## config.mk

```make
export PLATFORM = sky130hd
export DESIGN_NAME = utf16_to_utf8_encoder_top
export DESIGN_NICKNAME = d
export VERILOG_FILES = /design/src/rtl/u16u8_pkg.sv /design/src/rtl/u16u8_front.sv /design/src/rtl/u16u8_queue.sv /design/src/rtl/u16u8_back.sv /design/src/rtl/utf16_to_utf8_encoder_top.sv
export SDC_FILE = /design/constraint.sdc
export NUM_CORES = 1
export LEC_CHECK = 0
export ABC_CLOCK_PERIOD_IN_PS = 6300
export BUFFER_PORTS_ARGS = -buffer_cell sky130_fd_sc_hd__buf_2
export CAP_MARGIN = 10
export CORE_UTILIZATION = 60
export CTS_CLUSTER_SIZE = 28
export DETAILED_ROUTE_END_ITERATION = 10
export HOLD_SLACK_MARGIN = 0.12
export PLACE_DENSITY = 0.78
export SLEW_MARGIN = 0
export SYNTH_ARGS = -nofsm -noshare
export SYNTH_HDL_FRONTEND = slang
export SYNTH_SLANG_ARGS = --single-unit
```

## constraint.sdc

```tcl
create_clock -name clk -period 6.3 [get_ports clk]
set_clock_uncertainty 0.15 [all_clocks]
set_input_delay 0.63 -clock clk [delete_from_list [all_inputs] [get_ports clk]]
set_output_delay 0.63 -clock clk [all_outputs]
set_load 0.01 [all_outputs]
```

## src/rtl/u16u8_pkg.sv

```systemverilog
// Shared types and constants for the UTF-16 to UTF-8 encoder.
// Used by the front, the run queue, the byte sender and the top level.
package u16u8_pkg;

    localparam int MAX_BYTES = 6;
    localparam int IDX_W     = $clog2(MAX_BYTES + 1);
    localparam int Q_DEPTH   = 2;
    localparam int Q_AW      = $clog2(Q_DEPTH);
    localparam int Q_CW      = $clog2(Q_DEPTH + 1);

    localparam logic [7:0] LEAD2 = 8'hC0;
    localparam logic [7:0] LEAD3 = 8'hE0;
    localparam logic [7:0] LEAD4 = 8'hF0;
    localparam logic [7:0] CONT  = 8'h80;

    localparam logic [5:0]  SURR_HI_TAG = 6'b110110;
    localparam logic [5:0]  SURR_LO_TAG = 6'b110111;
    localparam logic [10:0] PLANE_ADD   = 11'h040;

    // One run of UTF-8 bytes caused by one code unit, in output order.
    typedef struct packed {
        logic [MAX_BYTES-1:0][7:0] bytes;
        logic [IDX_W-1:0]          count;
        logic                      term;
    } run_t;

    typedef struct packed {
        logic not_empty;
        logic full;
    } q_status_t;

endpackage

```

## src/rtl/u16u8_front.sv

```systemverilog
// Front end: accepts code units, tracks the held high surrogate and
// builds the full byte run for each word. Depends on u16u8_pkg.
module u16u8_front
    import u16u8_pkg::*;
(
    input  logic        clk,
    input  logic        rst_n,
    input  logic        in_valid,
    output logic        in_ready,
    input  logic [15:0] code_unit,
    input  q_status_t   q_status,
    output logic        push,
    output run_t        run
);

    logic       held_valid_reg;
    logic       held_valid_next;
    logic [9:0] held_bits_reg;
    logic [9:0] held_bits_next;

    logic        accept;
    logic        is_high;
    logic        is_low;
    logic [10:0] plane;
    logic [2:0][7:0] m_bytes;
    logic [IDX_W-1:0] m_count;
    logic        m_term;

    assign in_ready = !q_status.full;
    assign accept   = in_valid && in_ready;
    assign is_high  = (code_unit[15:10] == SURR_HI_TAG);
    assign is_low   = (code_unit[15:10] == SURR_LO_TAG);
    // Upper bits of the code point: held bits plus one plane.
    assign plane    = {1'b0, held_bits_reg} + PLANE_ADD;

    always_comb
    begin
        m_bytes = '0;
        m_count = '0;
        m_term  = 1'b0;
        priority if (code_unit == 16'h0000)
        begin
            m_count = IDX_W'(1);
            m_term  = 1'b1;
        end
        else if (code_unit[15:7] == 9'h000)
        begin
            m_bytes[0] = code_unit[7:0];
            m_count    = IDX_W'(1);
        end
        else if (code_unit[15:11] == 5'h00)
        begin
            m_bytes[0] = LEAD2 | {3'b000, code_unit[10:6]};
            m_bytes[1] = CONT | {2'b00, code_unit[5:0]};
            m_count    = IDX_W'(2);
        end
        else if (is_high)
        begin
            m_count = '0;
        end
        else
        begin
            m_bytes[0] = LEAD3 | {4'h0, code_unit[15:12]};
            m_bytes[1] = CONT | {2'b00, code_unit[11:6]};
            m_bytes[2] = CONT | {2'b00, code_unit[5:0]};
            m_count    = IDX_W'(3);
        end
    end

    always_comb
    begin
        run = '0;
        priority if (held_valid_reg && is_low)
        begin
            run.bytes[0] = LEAD4 | {5'h00, plane[10:8]};
            run.bytes[1] = CONT | {2'b00, plane[7:2]};
            run.bytes[2] = CONT | {2'b00, plane[1:0], code_unit[9:6]};
            run.bytes[3] = CONT | {2'b00, code_unit[5:0]};
            run.count    = IDX_W'(4);
        end
        else if (held_valid_reg)
        begin
            // Flush the lone high surrogate as three bytes, then the new unit.
            run.bytes[0] = LEAD3 | 8'h0D;
            run.bytes[1] = CONT | {2'b10, held_bits_reg[9:6]};
            run.bytes[2] = CONT | {2'b00, held_bits_reg[5:0]};
            run.bytes[3] = m_bytes[0];
            run.bytes[4] = m_bytes[1];
            run.bytes[5] = m_bytes[2];
            run.count    = IDX_W'(3) + m_count;
            run.term     = m_term;
        end
        else
        begin
            run.bytes[0] = m_bytes[0];
            run.bytes[1] = m_bytes[1];
            run.bytes[2] = m_bytes[2];
            run.count    = m_count;
            run.term     = m_term;
        end
    end

    assign push = accept && (run.count != '0);

    always_comb
    begin
        held_valid_next = held_valid_reg;
        held_bits_next  = held_bits_reg;
        if (accept)
        begin
            held_valid_next = is_high;
            held_bits_next  = code_unit[9:0];
        end
    end

    always_ff @(posedge clk or negedge rst_n)
    begin
        if (!rst_n)
        begin
            held_valid_reg <= 1'b0;
            held_bits_reg  <= '0;
        end
        else
        begin
            held_valid_reg <= held_valid_next;
            held_bits_reg  <= held_bits_next;
        end
    end

endmodule

```

## src/rtl/u16u8_queue.sv

```systemverilog
// Short queue of byte runs between the front end and the byte sender.
// Depends on u16u8_pkg for the run type and depth.
module u16u8_queue
    import u16u8_pkg::*;
(
    input  logic      clk,
    input  logic      rst_n,
    input  logic      push,
    input  run_t      push_run,
    input  logic      pop,
    output run_t      head,
    output q_status_t status
);

    run_t            mem [Q_DEPTH];
    logic [Q_AW-1:0] wr_ptr_reg;
    logic [Q_AW-1:0] wr_ptr_next;
    logic [Q_AW-1:0] rd_ptr_reg;
    logic [Q_AW-1:0] rd_ptr_next;
    logic [Q_CW-1:0] fill_reg;
    logic [Q_CW-1:0] fill_next;
    logic            do_push;
    logic            do_pop;

    assign status.not_empty = (fill_reg != '0);
    assign status.full      = (fill_reg == Q_CW'(Q_DEPTH));
    assign do_push          = push && !status.full;
    assign do_pop           = pop && status.not_empty;
    assign head             = mem[rd_ptr_reg];

    always_comb
    begin
        wr_ptr_next = wr_ptr_reg;
        rd_ptr_next = rd_ptr_reg;
        fill_next   = fill_reg;
        if (do_push)
        begin
            wr_ptr_next = (wr_ptr_reg == Q_AW'(Q_DEPTH - 1)) ? '0 : wr_ptr_reg + Q_AW'(1);
        end
        if (do_pop)
        begin
            rd_ptr_next = (rd_ptr_reg == Q_AW'(Q_DEPTH - 1)) ? '0 : rd_ptr_reg + Q_AW'(1);
        end
        if (do_push && !do_pop)
        begin
            fill_next = fill_reg + Q_CW'(1);
        end
        else if (do_pop && !do_push)
        begin
            fill_next = fill_reg - Q_CW'(1);
        end
    end

    always_ff @(posedge clk)
    begin
        if (do_push)
        begin
            mem[wr_ptr_reg] <= push_run;
        end
    end

    always_ff @(posedge clk or negedge rst_n)
    begin
        if (!rst_n)
        begin
            wr_ptr_reg <= '0;
            rd_ptr_reg <= '0;
            fill_reg   <= '0;
        end
        else
        begin
            wr_ptr_reg <= wr_ptr_next;
            rd_ptr_reg <= rd_ptr_next;
            fill_reg   <= fill_next;
        end
    end

endmodule

```

## src/rtl/u16u8_back.sv

```systemverilog
// Byte sender: walks the run at the queue head and drives one byte a cycle
// into the output register unless the queue is empty or the output stalls. Depends on u16u8_pkg.
module u16u8_back
    import u16u8_pkg::*;
(
    input  logic       clk,
    input  logic       rst_n,
    input  run_t       head,
    input  q_status_t  q_status,
    output logic       pop,
    output logic       out_valid,
    input  logic       out_ready,
    output logic [7:0] out_byte,
    output logic       is_terminator,
    output logic       last_of_run
);

    logic [IDX_W-1:0] idx_reg;
    logic [IDX_W-1:0] idx_next;
    logic             valid_reg;
    logic             valid_next;
    logic [7:0]       byte_reg;
    logic [7:0]       byte_next;
    logic             term_reg;
    logic             term_next;
    logic             last_reg;
    logic             last_next;
    logic             advance;
    logic             at_last;

    assign advance = q_status.not_empty && (!valid_reg || out_ready);
    assign at_last = (idx_reg == head.count - IDX_W'(1));
    assign pop     = advance && at_last;

    always_comb
    begin
        idx_next   = idx_reg;
        valid_next = valid_reg;
        byte_next  = byte_reg;
        term_next  = term_reg;
        last_next  = last_reg;
        if (advance)
        begin
            valid_next = 1'b1;
            byte_next  = head.bytes[idx_reg];
            term_next  = at_last && head.term;
            last_next  = at_last;
            idx_next   = at_last ? '0 : idx_reg + IDX_W'(1);
        end
        else if (out_ready)
        begin
            // Drop the word once taken when nothing follows.
            valid_next = 1'b0;
        end
    end

    always_ff @(posedge clk or negedge rst_n)
    begin
        if (!rst_n)
        begin
            idx_reg   <= '0;
            valid_reg <= 1'b0;
        end
        else
        begin
            idx_reg   <= idx_next;
            valid_reg <= valid_next;
        end
    end

    always_ff @(posedge clk)
    begin
        byte_reg <= byte_next;
        term_reg <= term_next;
        last_reg <= last_next;
    end

    assign out_valid     = valid_reg;
    assign out_byte      = byte_reg;
    assign is_terminator = term_reg;
    assign last_of_run   = last_reg;

endmodule

```

## src/rtl/utf16_to_utf8_encoder_top.sv

```systemverilog
// UTF-16 to UTF-8 encoder, top level.
// Input channel: in_valid / in_ready with one 16-bit code_unit per word.
// Output channel: out_valid / out_ready with out_byte, is_terminator and
// last_of_run; one UTF-8 byte per word.
// A unit gives one to three bytes; a high surrogate is held and gives
// nothing until the next unit, which then gives four bytes for a valid
// pair or up to six when the held surrogate is flushed alone. A zero
// unit flushes any held surrogate and then sends a zero byte with
// is_terminator set.
// The first byte of a word passes through the run queue and then the
// output register. The output register sends one byte a cycle while
// the queue holds a run and the receiver is not stalling.
// in_ready stays high while the two-entry run queue has room, so input
// is taken while earlier runs are still being sent.
// Reset clears the held surrogate, empties the queue and the output.
// When the receiver stalls the output byte holds, the queue fills and
// in_ready falls once both entries are taken.
// Depends on u16u8_pkg, u16u8_front, u16u8_queue and u16u8_back.
module utf16_to_utf8_encoder_top
    import u16u8_pkg::*;
(
    input  logic        clk,
    input  logic        rst_n,
    input  logic        in_valid,
    output logic        in_ready,
    input  logic [15:0] code_unit,
    output logic        out_valid,
    input  logic        out_ready,
    output logic [7:0]  out_byte,
    output logic        is_terminator,
    output logic        last_of_run
);

    q_status_t q_status;
    run_t      push_run;
    run_t      head;
    logic      push;
    logic      pop;

    u16u8_front u_front (
        .clk       (clk),
        .rst_n     (rst_n),
        .in_valid  (in_valid),
        .in_ready  (in_ready),
        .code_unit (code_unit),
        .q_status  (q_status),
        .push      (push),
        .run       (push_run)
    );

    u16u8_queue u_queue (
        .clk      (clk),
        .rst_n    (rst_n),
        .push     (push),
        .push_run (push_run),
        .pop      (pop),
        .head     (head),
        .status   (q_status)
    );

    u16u8_back u_back (
        .clk           (clk),
        .rst_n         (rst_n),
        .head          (head),
        .q_status      (q_status),
        .pop           (pop),
        .out_valid     (out_valid),
        .out_ready     (out_ready),
        .out_byte      (out_byte),
        .is_terminator (is_terminator),
        .last_of_run   (last_of_run)
    );

`ifndef NO_ASSERTIONS
    a_term_ends_run: assert property (@(posedge clk) disable iff (!rst_n)
        (out_valid && is_terminator) |-> last_of_run)
        else $error("terminator byte not last of its run");

    a_term_is_zero: assert property (@(posedge clk) disable iff (!rst_n)
        (out_valid && is_terminator) |-> (out_byte == 8'h00))
        else $error("terminator byte not zero");

    a_no_push_full: assert property (@(posedge clk) disable iff (!rst_n)
        push |-> !q_status.full)
        else $error("run pushed into a full queue");

    a_pop_has_head: assert property (@(posedge clk) disable iff (!rst_n)
        pop |-> (q_status.not_empty && head.count != '0))
        else $error("pop from empty queue or empty run");
`endif

endmodule
```

==> flow_metrics.tcl <==
set metrics [dict create \
    rsz0062_at_grt "no" \
    leakagePower_nw 2.44 \
    grt_pass1_wl_um 18500 \
    antenna_found_initial 0 \
    design.core.area_mm2 0.00928 \
    largest_reg_flops 96 \
    end_kind "flop" \
    cts-root-buf "clkbuf_8" \
    multi_input_area_mm2 0.00200 \
    regArea_mm2 0.00366 \
    drive_gt1_share_pct 27.4 \
    max_stage_delay_ns 0.45 \
    drtIter0Drc 310 \
    final.setup.tns_ns 0 \
    wl_per_cell_um 21.5 \
    placed_cell_area_mm2 0.00604 \
    grt_overflow 0 \
    grtUsageTotal_pct 26.1 \
    status "completed" \
    yosys-mux-area-fraction_pct 16.8 \
    dieArea_mm2 0.0100 \
    synth-edff-count 106 \
    netlist_area_mm2 0.00577 \
    clk_pin_slew_worst_paths_ns 0.06 \
    powerDensity_mw_per_mm2 468 \
    synth_top_family_by_area "multiplexers" \
    grt_max_degree 49 \
    fp.dieH_um 100 \
    grt_pass1_vias 3382 \
    fin_crit_sh_pct 44.9 \
    gp_congestion 0.927 \
    slowest_stage "buf_4" \
    synthTopCellsByArea "edfxtp_1 (55%), dfrtp_1 (8.2%), mux4_2 (8.2%)" \
    nNetsFinal 431 \
    ant_nets 0 \
    synth_xor_area_share_pct 1.67 \
    async_flop_share_pct 15.2 \
    yosysWarningCount 0 \
    start_util_pct 62.1 \
    fmax_ghz 0.353 \
    ys_top_cells_by_count "edfxtp_1 (106), mux2i_1 (35), mux4_2 (21), dfrtp_1 (19), nand2_1 (19)" \
    syn2layout_area_growth_pct 16.0 \
    cp-start-kind "flop" \
    cp_data_required_time_ns 6.59 \
    critPathTopFamily "XOR/XNOR gates" \
    synthDominantCellAreaShare_pct 55.2 \
    postCtsSetupBuffers 0 \
    yosys.area_share.simple_pct 8.22 \
    clkLatencyLatePin_ns 0.52 \
    final-hold-violation-count 0 \
    synth_most_common_cell "edfxtp_1" \
    clockBufferDepth 2 \
    critPathMaxFanout 28 \
    ys.flop_type "edfxtp_1" \
    ir_drop_mv 0.244 \
    hold_class "input pin to flop" \
    finalMaxSlewViolations 0 \
    critical_path_arrival_ns 3.13 \
    relSlewSlack_pct 22.6 \
    io_pins 32 \
    path_class "flop to flop" \
    viasPerCell 6.30 \
    path_cells "buf_4 > mux2i_1 > ha_1 > xnor2_1 > xnor2_1 > nand4_1 > ha_1 > xor2_1 > nor2_1 > xor2_1" \
    hpwl_um 7530 \
    drv_cap 0 \
    io_buffer_count 31 \
    synth-compound-area-share_pct 6.88 \
    cts_inserted_buffers 17 \
    dr.pass1.iters 5 \
    yosysTopAreaCell "edfxtp_1" \
    num_antenna_cells 0 \
    wl_um 11800 \
    setup_viol 0 \
    synth_seq_cells 125 \
    synth.distinct_cells 58 \
    drc 0 \
    hold_ws_ns 0.219 \
    num_rows 35 \
    synthCells 369 \
    worstHoldStart "out_ready" \
    synth_fa_ha_area_share_pct 0.868 \
    yosysSeqAreaShare_pct 63.5 \
    worst_slew_pin_slew_ns 1.16 \
    critPathLaunch "u_queue.rd_ptr_reg" \
    vias 3461 \
    n_fill_cell 610 \
    ctsResizeCount 0 \
    design_area_mm2 0.00669 \
    syn_area_per_cell_um2 15.6 \
    cts.sinks 125 \
    htreeDepth 4 \
    syn-num-nets 393 \
    cts_tree "done" \
    dieWidth_um 100 \
    fin_crit_ns 2.83 \
    path_buf_inv 1 \
    reg2reg_from "u_queue.rd_ptr_reg" \
]
[stage by stage]
step	util [%]	worst slack (ns)	total power, mW	instances
CTS	72.0	3.44	3.15	549
detailed placement	65.0	2.97	2.10	516
global placement	65.0	3.05	2.07	516
global route	72.0	3.22	3.27	549
finish	72.0	3.47	3.13	549
floorplan	-	2.01	1.87	369
[cell type report]
class / count / area share (%)
sequential: 125 / 54.7
clock inverter: 13 / 3.22
timing repair buffer: 36 / 2.92
inverter: 10 / 0.561
clock buffer: 19 / 6.31
tap: 129 / 2.41
multi-input combinational: 217 / 29.9
[what timing repair did]
item | 4_1_cts | 5_1_grt
endpoints found under the setup margin | 0 | 0
hold buffers | 1 | 0
endpoints found under the hold margin | 19 | 0
[path summary, 6_finish.rpt]
kind / endpoint / slack, ns / cells after the start
setup / recovery: u_queue.fill_reg[1] / 3.47 / 10
max in group asynchronous: u_front.held_bits_reg[1] / 5.20 / 2
hold / removal: u_back.out_valid / 0.22 / 3
hold reg to reg: u_back.out_valid / 0.34 / 2
setup reg to reg: u_queue.fill_reg[1] / 3.47 / 10
min in group asynchronous: u_back.idx_reg[0] / 0.46 / 2
[worst reg2reg max path: stages, from the launching register on]
cell,delay (ns)
dfrtp_1,0.32
buf_4,0.45
mux2i_1,0.34
ha_1,0.20
xnor2_1,0.13
xnor2_1,0.16
nand4_1,0.28
ha_1,0.32
xor2_1,0.14
nor2_1,0.12
xor2_1,0.15
[cells by family (layout without fill, tap and decap cells)]
kind of cell	count (synthesis)	count (layout)
xor+xnor	11	11
fa+ha+maj	4	4
buf+inv	27	78
simple gates	79	79
mux	69	69
flops	125	125
compound gates	54	54
[routing by layer]
layer / routed length [um] / share of wire (%) / track usage (%)
met3: 770 / 6.5 / 6.69
met1: 4960 / 42 / 35.2
met5: 0 / 0 / 0
met4: 211 / 1.8 / 10.0
met2: 5850 / 50 / 41.5
[where the power goes]
group / internal (mW) / switching [mW]
registers: 1.18 / 0.116
logic: 0.363 / 0.430
clock network: 0.686 / 0.355
[placed cells by master, fill, tap and decap left out, types with 3 or more instances in the layout]
| master | synthesis | final |
|---|---|---|
| o21ai_0 | 13 | 13 |
| nor3_1 | 4 | 4 |
| mux2_2 | 13 | 13 |
| dfrtp_1 | 19 | 19 |
| nand2b_1 | 7 | 7 |
| edfxtp_1 | 106 | 106 |
| mux4_2 | 21 | 21 |
| and2_1 | 7 | 6 |
| buf_2 | 6 | 31 |
| mux2i_1 | 35 | 35 |
| nor2_1 | 14 | 14 |
| clkinv_4 | 0 | 4 |
| nor2_2 | 3 | 3 |
| clkbuf_16 | 0 | 16 |
| buf_4 | 1 | 4 |
| o211a_1 | 3 | 3 |
| o22ai_1 | 7 | 7 |
| nand3_1 | 6 | 6 |
| o211ai_1 | 3 | 3 |
| bufinv_16 | 0 | 5 |
| xnor2_1 | 6 | 6 |
| a2bb2oi_1 | 3 | 3 |
| ha_1 | 4 | 4 |
| xor2_1 | 5 | 5 |
| nand2_1 | 19 | 19 |
| a21o_1 | 3 | 3 |
| o21a_1 | 4 | 4 |
| inv_1 | 9 | 9 |
| a32oi_1 | 4 | 4 |
Power figures use the tool's default switching activity.
